--- config.mk ---
export PLATFORM = sky130hd
export DESIGN_NAME = elevator_floor_scheduler_core
export DESIGN_NICKNAME = d
export VERILOG_FILES = /design/src/efs_pkg.sv /design/src/elevator_floor_scheduler_core.sv /design/src/efs_front.sv /design/src/efs_queue.sv /design/src/efs_back.sv
export SDC_FILE = /design/constraint.sdc
export NUM_CORES = 1
export LEC_CHECK = 0
export BUFFER_PORTS_ARGS = -buffer_cell sky130_fd_sc_hd__buf_2
export CORE_MARGIN = 3
export CORE_UTILIZATION = 35
export DETAILED_ROUTE_END_ITERATION = 10
export GPL_TIMING_DRIVEN = 0
export REMOVE_ABC_BUFFERS = 1
export SYNTH_ARGS = -nofsm -noshare
export SYNTH_HDL_FRONTEND = slang
export SYNTH_HIERARCHICAL = 1
export SYNTH_SLANG_ARGS = --single-unit
--- constraint.sdc ---
create_clock -name clk_i -period 4.3 [get_ports clk_i]
set_input_delay 0 -clock clk_i [delete_from_list [all_inputs] [get_ports clk_i]]
set_output_delay 0 -clock clk_i [all_outputs]
set_load 0.02 [all_outputs]
--- src/efs_pkg.sv ---
// Shared types and constants for the elevator floor scheduler.
// Used by every module of the block; depends on nothing.
`default_nettype none

package efs_pkg;

  localparam int unsigned FLOOR_W = 5;
  localparam int unsigned DIR_W   = 2;
  localparam int unsigned EV_W    = 2;

  // Depth of the command queue between the front and the back part.
  localparam int unsigned QDEPTH  = 4;
  localparam int unsigned QPTR_W  = 2;
  localparam int unsigned QCNT_W  = 3;

  localparam logic [DIR_W-1:0] DIR_DOWN = 2'd0;
  localparam logic [DIR_W-1:0] DIR_STOP = 2'd1;
  localparam logic [DIR_W-1:0] DIR_UP   = 2'd2;

  localparam logic [EV_W-1:0] EV_NONE     = 2'd0;
  localparam logic [EV_W-1:0] EV_TARGET   = 2'd1;
  localparam logic [EV_W-1:0] EV_CONTINUE = 2'd2;
  localparam logic [EV_W-1:0] EV_IDLE     = 2'd3;

  localparam logic REQ_PRESS = 1'b0;

  typedef struct packed {
    logic               req_type;
    logic [FLOOR_W-1:0] floor;
    logic [DIR_W-1:0]   travel_dir;
  } in_item_t;

  typedef struct packed {
    logic [EV_W-1:0]    event_res;
    logic [FLOOR_W-1:0] target_floor;
    logic [FLOOR_W-1:0] stop_floor;
    logic               busy_res;
  } out_item_t;

  typedef enum logic [1:0] {
    CMD_IGNORE,
    CMD_PRESS,
    CMD_PASS
  } cmd_kind_e;

  typedef struct packed {
    cmd_kind_e          kind;
    logic [FLOOR_W-1:0] floor;
    logic [DIR_W-1:0]   dir;
  } cmd_t;

  typedef struct packed {
    logic valid;
    cmd_t cmd;
  } head_t;

endpackage

`default_nettype wire

--- src/elevator_floor_scheduler_core.sv ---
// Elevator floor scheduler, top level. Instantiates the front classifier,
// the command queue and the back scan engine. Depends on efs_pkg.
//
// Usage:
//   Input channel (in_valid_i / in_stall_o / in_item_i) carries button presses
//   and floor-passed events. An item is taken at a clock edge with valid high
//   and stall low. The front classifies it and writes it into a four-entry
//   queue, so up to four items are taken while the back part is working.
//   Output channel (out_valid_o / out_stall_i / out_item_o) gives exactly one
//   result item for each input item, in order.
//   An item that needs no scan (ignored floor, pass while free, pass short of the
//   goal) goes from queue head through the EMIT state to the output register. A
//   press or a pass that reaches the goal scans the pending floors one per
//   cycle, first in the travel direction and then the other way, before its
//   result is emitted; the scan sets the throughput.
//   When the receiver stalls, the result holds in the output register, the
//   back part waits with the next result ready, and the queue fills until
//   in_stall_o rises.
//   Reset clears all pending floors, puts the cabin at floor 1, stopped, with
//   goal floor 1, marks the block free and empties queue and output.
`default_nettype none

module elevator_floor_scheduler_core import efs_pkg::*; #(
  parameter int unsigned FLOORS = 16
) (
  input  wire logic     clk_i,
  input  wire logic     rst_ni,
  input  wire logic     in_valid_i,
  output logic          in_stall_o,
  input  wire in_item_t in_item_i,
  output logic          out_valid_o,
  input  wire logic     out_stall_i,
  output out_item_t     out_item_o
);

  logic  push;
  logic  full;
  logic  pop;
  cmd_t  cmd;
  head_t head;

  efs_front #(
    .FLOORS(FLOORS)
  ) u_front (
    .in_valid_i(in_valid_i),
    .in_stall_o(in_stall_o),
    .in_item_i (in_item_i),
    .full_i    (full),
    .push_o    (push),
    .cmd_o     (cmd)
  );

  efs_queue u_queue (
    .clk_i (clk_i),
    .rst_ni(rst_ni),
    .push_i(push),
    .cmd_i (cmd),
    .full_o(full),
    .pop_i (pop),
    .head_o(head)
  );

  efs_back #(
    .FLOORS(FLOORS)
  ) u_back (
    .clk_i      (clk_i),
    .rst_ni     (rst_ni),
    .head_i     (head),
    .pop_o      (pop),
    .out_valid_o(out_valid_o),
    .out_stall_i(out_stall_i),
    .out_item_o (out_item_o)
  );

endmodule

`default_nettype wire

--- src/efs_front.sv ---
// Front part of the elevator floor scheduler: accepts input items and
// classifies them into commands. Depends on efs_pkg.
`default_nettype none

module efs_front import efs_pkg::*; #(
  parameter int unsigned FLOORS = 16
) (
  input  wire logic     in_valid_i,
  output logic          in_stall_o,
  input  wire in_item_t in_item_i,
  input  wire logic     full_i,
  output logic          push_o,
  output cmd_t          cmd_o
);

  logic floor_ok;

  assign floor_ok = (in_item_i.floor != '0) &&
                    (32'(in_item_i.floor) <= 32'(FLOORS));

  assign in_stall_o = full_i;
  assign push_o     = in_valid_i && !full_i;

  always_comb begin
    cmd_o.floor = in_item_i.floor;
    // The unused direction code behaves as stopped.
    cmd_o.dir   = (in_item_i.travel_dir == DIR_DOWN || in_item_i.travel_dir == DIR_UP) ?
                  in_item_i.travel_dir : DIR_STOP;
    if (!floor_ok) begin
      cmd_o.kind = CMD_IGNORE;
    end else if (in_item_i.req_type == REQ_PRESS) begin
      cmd_o.kind = CMD_PRESS;
    end else begin
      cmd_o.kind = CMD_PASS;
    end
  end

endmodule

`default_nettype wire

--- src/efs_queue.sv ---
// Short command queue between the front and the back part of the
// elevator floor scheduler. Depends on efs_pkg.
`default_nettype none

module efs_queue import efs_pkg::*; (
  input  wire logic clk_i,
  input  wire logic rst_ni,
  input  wire logic push_i,
  input  wire cmd_t cmd_i,
  output logic      full_o,
  input  wire logic pop_i,
  output head_t     head_o
);

  cmd_t              mem_q [QDEPTH];
  logic [QPTR_W-1:0] wr_ptr_q, wr_ptr_d;
  logic [QPTR_W-1:0] rd_ptr_q, rd_ptr_d;
  logic [QCNT_W-1:0] count_q, count_d;
  logic              do_pop;

  assign full_o       = (count_q == QCNT_W'(QDEPTH));
  assign head_o.valid = (count_q != '0);
  assign head_o.cmd   = mem_q[rd_ptr_q];
  assign do_pop       = pop_i && head_o.valid;

  always_comb begin
    wr_ptr_d = wr_ptr_q;
    rd_ptr_d = rd_ptr_q;
    count_d  = count_q;
    if (push_i) begin
      wr_ptr_d = wr_ptr_q + QPTR_W'(1);
    end
    if (do_pop) begin
      rd_ptr_d = rd_ptr_q + QPTR_W'(1);
    end
    if (push_i && !do_pop) begin
      count_d = count_q + QCNT_W'(1);
    end else if (!push_i && do_pop) begin
      count_d = count_q - QCNT_W'(1);
    end
  end

  always_ff @(posedge clk_i or negedge rst_ni) begin
    if (!rst_ni) begin
      wr_ptr_q <= '0;
      rd_ptr_q <= '0;
      count_q  <= '0;
    end else begin
      wr_ptr_q <= wr_ptr_d;
      rd_ptr_q <= rd_ptr_d;
      count_q  <= count_d;
    end
  end

  always_ff @(posedge clk_i) begin
    if (push_i) begin
      mem_q[wr_ptr_q] <= cmd_i;
    end
  end

  a_no_overflow: assert property (@(posedge clk_i) disable iff (!rst_ni)
    !(push_i && full_o))
    else $error("command pushed into a full queue");

  a_count_bound: assert property (@(posedge clk_i) disable iff (!rst_ni)
    count_q <= QCNT_W'(QDEPTH))
    else $error("queue count beyond its depth");

endmodule

`default_nettype wire

--- src/efs_back.sv ---
// Back part of the elevator floor scheduler: holds the floor state, runs the
// target scan one floor per cycle and drives the output register.
// Depends on efs_pkg.
`default_nettype none

module efs_back import efs_pkg::*; #(
  parameter int unsigned FLOORS = 16
) (
  input  wire logic  clk_i,
  input  wire logic  rst_ni,
  input  wire head_t head_i,
  output logic       pop_o,
  output logic       out_valid_o,
  input  wire logic  out_stall_i,
  output out_item_t  out_item_o
);

  localparam int unsigned IW = $clog2(FLOORS);
  localparam logic [IW-1:0] LAST_IDX = IW'(FLOORS - 1);

  localparam logic [1:0] ST_IDLE = 2'd0;
  localparam logic [1:0] ST_SCAN = 2'd1;
  localparam logic [1:0] ST_EMIT = 2'd2;

  logic [1:0]         state_q, state_d;
  logic [FLOORS-1:0]  pending_q, pending_d;
  logic [FLOOR_W-1:0] cabin_q, cabin_d;
  logic [DIR_W-1:0]   dir_q, dir_d;
  logic [FLOOR_W-1:0] goal_q, goal_d;
  logic               busy_q, busy_d;
  logic               out_valid_q, out_valid_d;

  logic [IW-1:0]      idx_q, idx_d;
  logic [IW-1:0]      start_q, start_d;
  logic               up_q, up_d;
  logic               second_q, second_d;
  logic               is_press_q, is_press_d;
  logic [FLOOR_W-1:0] floor_q, floor_d;
  out_item_t          res_q, res_d;
  out_item_t          out_q, out_d;

  logic [IW-1:0]      head_idx;
  logic               hit;
  logic               at_end;
  logic [FLOOR_W-1:0] idx_floor;

  assign head_idx  = IW'(head_i.cmd.floor - FLOOR_W'(1));
  assign hit       = pending_q[idx_q];
  assign at_end    = up_q ? (idx_q == LAST_IDX) : (idx_q == '0);
  assign idx_floor = FLOOR_W'({1'b0, idx_q} + (IW + 1)'(1));

  always_comb begin
    state_d     = state_q;
    pending_d   = pending_q;
    cabin_d     = cabin_q;
    dir_d       = dir_q;
    goal_d      = goal_q;
    busy_d      = busy_q;
    idx_d       = idx_q;
    start_d     = start_q;
    up_d        = up_q;
    second_d    = second_q;
    is_press_d  = is_press_q;
    floor_d     = floor_q;
    res_d       = res_q;
    out_d       = out_q;
    out_valid_d = out_valid_q && out_stall_i;
    pop_o       = 1'b0;

    case (state_q)
      ST_IDLE: begin
        if (head_i.valid) begin
          pop_o   = 1'b1;
          floor_d = head_i.cmd.floor;
          res_d   = '{event_res: EV_NONE, target_floor: '0, stop_floor: '0,
                      busy_res: busy_q};
          state_d = ST_EMIT;
          case (head_i.cmd.kind)
            CMD_PRESS: begin
              pending_d[head_idx] = 1'b1;
              busy_d     = 1'b1;
              is_press_d = 1'b1;
              idx_d      = IW'(cabin_q - FLOOR_W'(1));
              start_d    = IW'(cabin_q - FLOOR_W'(1));
              up_d       = (dir_q == DIR_UP);
              second_d   = 1'b0;
              state_d    = ST_SCAN;
            end
            CMD_PASS: begin
              if (busy_q) begin
                cabin_d = head_i.cmd.floor;
                dir_d   = head_i.cmd.dir;
                if (head_i.cmd.floor == goal_q) begin
                  // Cabin reached its goal: release that floor and rescan.
                  pending_d[head_idx] = 1'b0;
                  res_d.stop_floor = head_i.cmd.floor;
                  is_press_d = 1'b0;
                  idx_d      = head_idx;
                  start_d    = head_idx;
                  up_d       = (head_i.cmd.dir == DIR_UP);
                  second_d   = 1'b0;
                  state_d    = ST_SCAN;
                end
              end
            end
            default: begin
              state_d = ST_EMIT;
            end
          endcase
        end
      end

      ST_SCAN: begin
        if (hit) begin
          goal_d             = idx_floor;
          res_d.event_res    = is_press_q ? EV_TARGET : EV_CONTINUE;
          res_d.target_floor = idx_floor;
          res_d.busy_res     = 1'b1;
          state_d            = ST_EMIT;
        end else if (at_end) begin
          if (!second_q) begin
            second_d = 1'b1;
            up_d     = !up_q;
            idx_d    = start_q;
          end else if (is_press_q) begin
            // A press always leaves its own floor pending, so this is a guard.
            goal_d             = floor_q;
            res_d.event_res    = EV_TARGET;
            res_d.target_floor = floor_q;
            res_d.busy_res     = 1'b1;
            state_d            = ST_EMIT;
          end else begin
            busy_d             = 1'b0;
            res_d.event_res    = EV_IDLE;
            res_d.target_floor = '0;
            res_d.busy_res     = 1'b0;
            state_d            = ST_EMIT;
          end
        end else begin
          idx_d = up_q ? idx_q + IW'(1) : idx_q - IW'(1);
        end
      end

      ST_EMIT: begin
        if (!out_valid_q || !out_stall_i) begin
          out_valid_d = 1'b1;
          out_d       = res_q;
          state_d     = ST_IDLE;
        end
      end

      default: begin
        state_d = ST_IDLE;
      end
    endcase
  end

  always_ff @(posedge clk_i or negedge rst_ni) begin
    if (!rst_ni) begin
      state_q     <= ST_IDLE;
      pending_q   <= '0;
      cabin_q     <= FLOOR_W'(1);
      dir_q       <= DIR_STOP;
      goal_q      <= FLOOR_W'(1);
      busy_q      <= 1'b0;
      out_valid_q <= 1'b0;
    end else begin
      state_q     <= state_d;
      pending_q   <= pending_d;
      cabin_q     <= cabin_d;
      dir_q       <= dir_d;
      goal_q      <= goal_d;
      busy_q      <= busy_d;
      out_valid_q <= out_valid_d;
    end
  end

  always_ff @(posedge clk_i) begin
    idx_q      <= idx_d;
    start_q    <= start_d;
    up_q       <= up_d;
    second_q   <= second_d;
    is_press_q <= is_press_d;
    floor_q    <= floor_d;
    res_q      <= res_d;
    out_q      <= out_d;
  end

  assign out_valid_o = out_valid_q;
  assign out_item_o  = out_q;

  a_scan_busy: assert property (@(posedge clk_i) disable iff (!rst_ni)
    (state_q == ST_SCAN) |-> busy_q)
    else $error("target scan running while the scheduler is free");

  a_goal_set: assert property (@(posedge clk_i) disable iff (!rst_ni)
    busy_q |-> (goal_q != '0))
    else $error("busy without a goal floor");

  a_idle_not_busy: assert property (@(posedge clk_i) disable iff (!rst_ni)
    (out_valid_q && out_q.event_res == EV_IDLE) |-> !out_q.busy_res)
    else $error("stopped-idle item reports busy");

  a_target_busy: assert property (@(posedge clk_i) disable iff (!rst_ni)
    (out_valid_q && (out_q.event_res == EV_TARGET || out_q.event_res == EV_CONTINUE))
      |-> (out_q.busy_res && out_q.target_floor != '0))
    else $error("announced target without a floor or while free");

endmodule

`default_nettype wire
Word-level counts from Yosys, hierarchy flattened:

Memories as Yosys holds them, arrays and structs flattened.
Index checks and enable logic that the tools add are counted.

* input bits: 12
* RAM bits: 36
* bits in registers: 80
* output and inout bits: 15
* logic and storage cells: 184
* memories kept: 1

* multiplexer cells: 79
* bitwise operators: 3
* equality and inequality tests: 26
* add/sub/neg operators: 9
* reduce and logical (&&, ||, !) cells: 38
* $lt $le $gt $ge: 4

Memory list
* u_queue.mem_q: words 4, bits a word 9, rd ports 1, clocked after Yosys merged registers in 0, write ports 1, RTL line efs_queue.sv:15 `cmd_t mem_q [QDEPTH];`

Operators with widths (count)
* 2-to-1 mux 5 bit: 7
* 2-to-1 mux 16 bit: 2
* case mux 16 bit (2 select lines): 1
* 2-to-1 mux 1 bit: 30
* 2-to-1 mux 4 bit: 7
* 2-to-1 mux 7 bit: 4
* 2-to-1 mux 2 bit: 11
* AND reduction 7 bit: 3
* AND 16 bit: 1
* NOT 16 bit: 1
* OR 16 bit: 1
* case mux 4 bit (2 select lines): 2
* AND reduction 4 bit: 4
* case mux 1 bit (2 select lines): 7
* case mux 7 bit (2 select lines): 1
* 2-to-1 mux 13 bit: 1
* nonzero test 2 bit: 6
* subtractor 4 x 1 -> 4 bit, second input constant: 3
* equality test 2 bit, second input constant: 5
* less-than comparator 4 x 5 -> 1 bit, second input constant: 2
* != test 2 x 1 -> 1 bit, second input constant: 5
* != test 2 bit, second input constant: 5
* AND reduction 8 bit: 1
* logical AND 1 bit: 7
* 28 further kinds: 42

Depth between registers and ports, before layout:

Gate-level depths: netlist of the first run.
An unclocked memory read counts as a cell.

* word-level depth: 11
* mapped depth: 11
* mapped depth without buffers: 9

Hierarchy:

Netlist of the first run, hierarchy kept.

Modules (own cells, without submodules)
* efs_back: seq. area each 2040.7 um^2, area an instance 3854.9 um^2, times used 1, cells an instance 322
* efs_queue: seq. area each 1256.2 um^2, area an instance 1714.1 um^2, times used 1, cells an instance 81
* efs_front: seq. area each 0.0 um^2, area an instance 123.9 um^2, times used 1, cells an instance 16

Worst setup path before layout of the first run:

Ideal clock, no wire load.

* kind: register to register
* start: reg u_queue.rd_ptr_q[0]
* end: reg u_back.is_press_q (enable)
* required time: 3.988 ns
* path slack: 1.544 ns
* cell stages (with the launch flop): 12
* arrival time: 2.444 ns
* buffers on the path: 4
* clock period less this slack: 2.756 ns
* library setup time: 0.312 ns
* cell sequence: dfrtp_1 > buf_6 > mux4_2 > inv_1 > ha_1 > clkbuf_1 > and3_1 > clkbuf_1 > a22o_1 > buf_6 > nand2_1 > inv_1

RTL lines
* start: declaration: RTL line efs_queue.sv:17 `logic [QPTR_W-1:0] rd_ptr_q, rd_ptr_d;`
* start signal: assignment: RTL line efs_queue.sv:50 `rd_ptr_q <= rd_ptr_d;`
* end signal: assignment: RTL line efs_back.sv:183 `is_press_q <= is_press_d;`
* end: declaration: RTL line efs_back.sv:37 `logic is_press_q, is_press_d;`

==> summary.txt, run 1 <==
Yosys
  • Most instantiated cells after synthesis: edfxtp_1, dfrtp_1, nand2_1
  • Synth Register Bits: roughly 120
  • Number of synthesized flops with an enable pin: 78
  • Largest cells by area after synthesis: edfxtp_1, dfrtp_1, mux4_2
  • Most frequent cell after synthesis: edfxtp_1
  • Syn avg cell area: about 14 um2
  • Post-synthesis mux area share: 10.7%
  • Adder-cell area share of the yosys netlist: around 4.4%
  • Combinational family with the most area after synthesis: simple AND/OR/NAND/NOR gates
  • Compound-Gate Fraction of Synth Area: under 10%
  • Ys async rst share: between 30% and 40%
  • Post-synth cell types: 57
  • Synth Instances: 419
  • Synth area leader: edfxtp_1
  • Syn. warnings: 6
  • Syn Std Cell Area: ~5700 um2
  • Sequential area share after synthesis: roughly 58%
  • Synth Area in Simple Gates: between 10 and 15%
  • XOR/XNOR Fraction of Synth Area: approximately 3.2%
  • Primary FF master, synth: edfxtp_1
  • Area share of the largest cell type after synthesis: 41.1%

Setup path
  • Reg2reg path depth: 6
  • Worst EP required: 4.58 ns
  • CP Launch Type: flop
  • CP arrival: a little under 4 ns
  • Critical path type: flop to flop
  • R2R setup slack: 0.73 ns
  • FF-to-FF Start: u_queue/rd_ptr_q[0]
  • Crit path max fanout: 11
  • Endpoint class of the critical path: flop

Layout
  • Ant. Diodes: 0
  • Fraction of layout cells with a size suffix above 1: between 20% and 30%
  • Layout Nets: approximately 480
  • Layout area overhead: 16.4%
  • Fin area: 6620 um2
  • Fill count: between 1000 and 1500

Floorplan
  • Die width: 134 um
  • IO Pins: 27
  • Initial core utilization: a little over a third
  • Die H: between 100 and 150 um
  • Placeable Area: 15500 um2
  • # rows: 45
  • Die outline area: 17800 um2

Min path
  • HP Start: in_item_i[1]
  • Worst hold path type: input pin to flop
  • Worst Hold Depth: 2
  • Hold endpoint: u_queue/mem_q[0][1]

Drt
  • ANT nets after route: 0
  • Initial DRT Pass Iterations: 4
  • WL per Instance: roughly 16 um
  • DR vias: ~3300
  • Via-to-Cell Ratio: approximately 5
  • First DRT Iteration DRCs: 190
  • Final wirelength: 10800 um
  • Post-detailed-route DRC marker count: 0

Power and ir drop
  • Peak VDD IR: about 370 uV
  • PD cells: roughly 850 nW/um2
  • Comb pwr share: roughly two fifths
  • Int Pwr: around 3500 uW
  • Sw Share: between 30% and 40%
  • Flop pwr share: 36.4%
  • Clock Power Share: approximately a quarter
  • Sw Pwr: about 2200 uW
  • P_leak: 0.00260 uW
  • Tot Pwr: 5660 uW

Clock tree
  • H-tree depth: 4
  • Clock Tree Root: clkbuf_16
  • Clk pin slew, worst setup/hold paths: roughly 0.060 ns
  • Cts bufs inserted: 17
  • CTS tree: built
  • Clk_lat worst skew: about 0.4 ns
  • CTS max path bufs: 2
  • Clock Sinks: roughly 120
  • Post_cts resized: 0

Global route
  • Antenna violations before repair: 0
  • GRT Residual Overflow: 0
  • Global-route wire length before repair: between 15000 and 20000 um
  • Total Routing Usage GR: 12.9%
  • Largest net degree at the start of global routing: 39
  • Vias in the first global route: between 3000 and 4000

Timing
  • Period Utilization, post-route: slightly above 80%
  • Hold Vio Cnt, Final: 0
  • Final worst slack: 0.729 ns
  • Tmin final: 3.57 ns
  • Slew headroom: between 10% and 20%
  • RSZ-0062 raised after global routing: no
  • Final setup viols: 0
  • Slew @ Worst Pin: between 1 and 1.5 ns
  • Slew Viols, Final: 0
  • Max Fclk: ~0.28 GHz
  • Final Skew: between 0.01 and 0.015 ns
  • Minimum hold slack: 0.0213 ns

Job
  • Max-cap violations: 0

Placement
  • Pre-CTS WS: slightly below 0.7 ns
  • Quantity of I/O buffers inserted on ports: 26
  • Placer Congestion: between 0.7 and 0.8
  • HPWL Detailed: around 7400 um
  • DP Area: a little under 6000 um2

Status
  • Status: completed
-- critical path, stage by stage (launching register included) --
cell	delay, ns
dfrtp_1	0.75
mux4_1	0.87
xor2_1	0.27
nor4_4	0.53
a22o_1	0.42
nand4_1	0.19
mux2_1	0.37
-- metal layers --
metal  wire length, um  track usage, %  up-vias
li1                  -               -     1624
met1              4870            16.2     1662
met2              5570            21.8       53
met3               350            3.21        4
met4                46            4.51        0
met5                 0               0        -
-- timing repair --
item                                   CTS  global route
setup buffers                            0             0
setup endpoints to repair                0             0
endpoints found under the hold margin   65             0
hold buffers                             8             0
-- layout make-up --
class / instances / area [um2] / share of cell area (%)
inverters: 15 / 56.3 / 0.850
repair buffers: 36 / 233 / 3.51
well taps: 211 / 264 / 3.99
clock buffers: 17 / 425 / 6.42
multi-input cells: 258 / 2170 / 32.8
flip-flops and latches: 116 / 3300 / 49.8
clock inverters: 15 / 178 / 2.68
-- worst max path at each step --
stage,start,to,slack (ns),depth (start not counted)
finish,u_queue/rd_ptr_q[0],flop,0.73,6
CTS,u_queue/rd_ptr_q[0],u_back/start_q[2],0.67,6
detailed placement,u_queue/rd_ptr_q[0],flop,0.69,6
floorplan,u_queue/count_q[0],u_queue/count_q[1],0.98,7
global route,u_queue/rd_ptr_q[0],u_back/start_q[2],0.47,6
global placement,u_queue/count_q[0],u_queue/count_q[1],-0.08,7
-- logic make-up after synthesis --
group | after synthesis
adders and majority gates | 19
muxes | 44
and+or+nand+nor | 118
DFF | 116
xor gates and xnor gates | 21
AOI/OAI and AO/OA | 56
buffers and inverters | 45
-- metrics by stage --
step	std cells	utilization (%)	setup TNS, ns
6_report	668	42.6	0
3_5_place_dp	628	38.2	0
2_1_floorplan	389	-	0
5_1_grt	668	42.6	0
3_3_place_gp	626	38.0	-0.302
4_1_cts	668	42.6	0
-- cells in the final DEF, fill, tap and decap left out, types with 5 or more instances in the layout --
master	count
edfxtp_1	78
dfrtp_1	35
nand2_1	27
buf_2	26
clkbuf_16	17
nand4_1	17
mux2_1	17
ha_1	17
o21ai_0	16
inv_1	15
nor2_1	15
xnor2_1	11
mux2i_1	11
a21oi_1	11
xor2_1	10
mux4_2	10
and2_1	10
dlygate4sd3_1	8
nor4_1	8
nand3_1	6
o211ai_1	6
nor2b_1	5
mux2_2	5
and3_2	5
-- power by group through the flow --
| stage | Sequential, uW | Combinational [uW] | Clock (uW) |
|---|---|---|---|
| after detailed placement | 2090 | 2170 | 0 |
| final | 2060 | 2180 | 1420 |
| after global placement | 2070 | 2080 | 0 |
| after CTS | 2070 | 2190 | 1460 |
| after global routing | 2120 | 2420 | 1510 |
| after floorplan | 2080 | 1530 | 0 |
Power figures use the tool's default switching activity.
==> run 2, diff against run 1 <==
--- a/config.mk
+++ b/config.mk
@@ -5,6 +5,7 @@
 export SDC_FILE = /design/constraint.sdc
 export NUM_CORES = 1
 export LEC_CHECK = 0
+export ABC_AREA = 1
 export BUFFER_PORTS_ARGS = -buffer_cell sky130_fd_sc_hd__buf_2
 export CORE_MARGIN = 3
 export CORE_UTILIZATION = 35
==> constraint.sdc (replaced) <==
create_clock -name clk_i -period 3.2 [get_ports clk_i]
set_input_delay 0 -clock clk_i [delete_from_list [all_inputs] [get_ports clk_i]]
set_output_delay 0 -clock clk_i [all_outputs]
set_load 0.02 [all_outputs]
==> run 2 against run 1 <==
  * Maximum frequency grew 27%
  * Area after synthesis is 0.20% higher
  * Non-clock buffer count is the same
  * Via count rose by 17%
  * Critical path type unchanged
  * Setup slack lost 0.33 ns
  * Clock power grew 32%
==> summary.txt, run 2 <==
Setup path
  • FF-to-FF Start: u_queue/rd_ptr_q[0]
  • Reg2reg path depth: 11
  • CP Launch Type: flop
  • Crit path max fanout: 37
  • Endpoint class of the critical path: flop
  • Critical R2R Capture: u_back/idx_q[2]
  • R2R setup slack: between 0.3 and 0.4 ns
  • Critical path type: flop to flop
  • CP arrival: roughly 2.9 ns
  • Worst EP required: between 3 and 4 ns

Floorplan
  • # rows: 46
  • Die H: approximately 130 um
  • Die width: between 100 and 150 um
  • IO Pins: 27
  • Initial core utilization: 35.8%
  • Die outline area: between 15000 and 20000 um2
  • Placeable Area: around 16000 um2

Timing
  • Setup TNS Final: 0 ns
  • Final setup viols: 0
  • Slew Viols, Final: 0
  • Hold Vio Cnt, Final: 0
  • Tmin final: around 2.8 ns
  • RSZ-0062 raised after global routing: no
  • Max Fclk: roughly 0.36 GHz
  • Final Skew: around 0.005 ns
  • Slew @ Worst Pin: 1.07 ns
  • Period Utilization, post-route: around 88%
  • Slew headroom: between 20 and 30%

Drt
  • Initial DRT Pass Iterations: 6
  • DR vias: a little under 4000
  • ANT nets after route: 0
  • Final wirelength: 11100 um
  • Post-detailed-route DRC marker count: 0
  • First DRT Iteration DRCs: approximately 250
  • WL per Instance: 13.2 um
  • Via-to-Cell Ratio: about 4.6

Min path
  • Worst hold path type: input pin to flop
  • HP Start: in_valid_i
  • Hold endpoint: u_queue/wr_ptr_q[1]
  • Worst Hold Depth: 5

Clock tree
  • Clock Tree Root: clkbuf_16
  • Clock Sinks: between 100 and 150
  • Post-CTS Setup Bufs: 0
  • Clk_lat worst skew: roughly 0.4 ns
  • Cts bufs inserted: 17
  • CTS tree: built
  • H-tree depth: 4
  • Clk pin slew, worst setup/hold paths: around 0.05 ns
  • CTS max path bufs: 2

Yosys
  • Synth Register Bits: roughly 120
  • Syn Std Cell Area: 5700 um2
  • Synth area leader: edfxtp_1
  • Most instantiated cells after synthesis: nand2_1, edfxtp_1, inv_1
  • Largest cells by area after synthesis: edfxtp_1, dfrtp_1, nand2_1
  • Number of synthesized flops with an enable pin: a little under 80
  • Most frequent cell after synthesis: nand2_1
  • Ys async rst share: 32.8%
  • Syn. warnings: 6
  • Sequential area share after synthesis: 57.8%
  • Syn avg cell area: 9.80 um2
  • Synth Instances: a little under 600
  • Area share of the largest cell type after synthesis: approximately two fifths
  • Post-synth cell types: 42
  • Primary FF master, synth: edfxtp_1

Layout
  • Layout Nets: 645
  • Commonest non-fill, non-tap cell in the layout: nand2_1
  • Ant. Diodes: 0
  • Most frequent cells in the layout: nand2_1, edfxtp_1, inv_1, nor2_1, dfrtp_1
  • Layout area overhead: 16.5%
  • Fraction of layout cells with a size suffix above 1: around 16%
  • Fill count: between 1500 and 2000

Placement
  • Quantity of I/O buffers inserted on ports: 26
  • Placer Congestion: between 0.7 and 0.8
  • HPWL Detailed: 7720 um

Status
  • Status: completed

Global route
  • Vias in the first global route: approximately 3800
  • Global-route wire length before repair: about 19000 um
  • GRT Residual Overflow: 0
  • Antenna violations before repair: 0
  • Total Routing Usage GR: about an eighth
  • Largest net degree at the start of global routing: 39

Power and ir drop
  • Peak VDD IR: between 500 and 600 uV
  • P_leak: between 0.002 and 0.003 uW
  • Tot Pwr: roughly 8000 uW
  • PD cells: ~1200 nW/um2

Job
  • Max-cap violations: 0
[run 2: layout make-up]
cell class,instances,area [um2],share of cell area (%)
Tap cell,216,270,4.07
Inverter,74,282,4.24
Multi-Input combinational cell,369,1980,29.8
Clock buffer,21,450,6.78
Clock inverter,11,135,2.03
Sequential cell,116,3300,49.7
Timing Repair Buffer,36,230,3.47
[run 2: how the worst max path moves through the flow]
| stage | startpoint | endpoint | slack (ns) | cells after the start |
|---|---|---|---|---|
| 2_1_floorplan | u_queue/rd_ptr_q[0] | u_back/idx_q[0] | 0.42 | 10 |
| 4_1_cts | u_queue/rd_ptr_q[1] | u_back/idx_q[2] | 0.03 | 10 |
| 3_5_place_dp | u_queue/rd_ptr_q[1] | u_back/idx_q[2] | -0.56 | 9 |
| 5_1_grt | u_queue/rd_ptr_q[0] | u_back/idx_q[2] | 0.12 | 11 |
| 3_3_place_gp | u_queue/rd_ptr_q[1] | u_back/idx_q[1] | -0.48 | 9 |
| 6_report | u_queue/rd_ptr_q[0] | u_back/idx_q[2] | 0.40 | 11 |
[run 2: logic make-up after synthesis]
family / share of synthesized area (%)
flops: 57.8
simple gates: 19.7
buf+inv: 7.94
xor+xnor: 1.84
fa+ha+maj: 4.43
compound gates: 8.09
mux: 0.197
[run 2: per-layer routing]
| metal | routed length [um] | share of wire [%] | global-route usage (%) |
|---|---|---|---|
| met1 | 4900 | 44 | 16.1 |
| met2 | 5470 | 49 | 22.4 |
| met4 | 147 | 1.3 | 4.34 |
| met3 | 630 | 5.7 | 4.31 |
| met5 | 0 | 0 | 0 |
[run 2: critical path: stages, from the launching register on]
cell      delay [ns]
dfrtp_1         0.42
inv_4           0.27
nand2_1         0.10
o211ai_1        0.09
nand2_1         0.22
inv_2           0.20
nand2_1         0.08
a21oi_2         0.16
nand3_2         0.14
a21oi_1         0.33
o21ai_0         0.18
nor3_2          0.29
[run 2: per-stage QoR]
step / area (um2) / std cells / setup WS [ns] / utilization, % / hold WS (ns)
3_3_place_gp: 5930 / 801 / -0.483 / 37.2 / 0.170
4_1_cts: 6630 / 843 / 0.0262 / 41.6 / 0.0196
6_report: 6640 / 843 / 0.396 / 41.7 / 0.0408
5_1_grt: 6640 / 843 / 0.125 / 41.7 / 0.0812
3_5_place_dp: 5930 / 801 / -0.564 / 37.2 / 0.186
2_1_floorplan: 5530 / 559 / 0.415 / - / -0.296
[run 2: what timing repair did]
item	CTS	global route
hold buffers	10	0
endpoints found under the hold margin	73	0
setup endpoints to repair	34	13
resized for setup	3	5
[run 2: where the power goes]
part	switching (uW)	total, uW	leakage, uW	internal, uW
combinational	2270	3300	0.00139	1030
sequential	376	2800	0.00121	2420
clock	635	1870	0.000278	1230
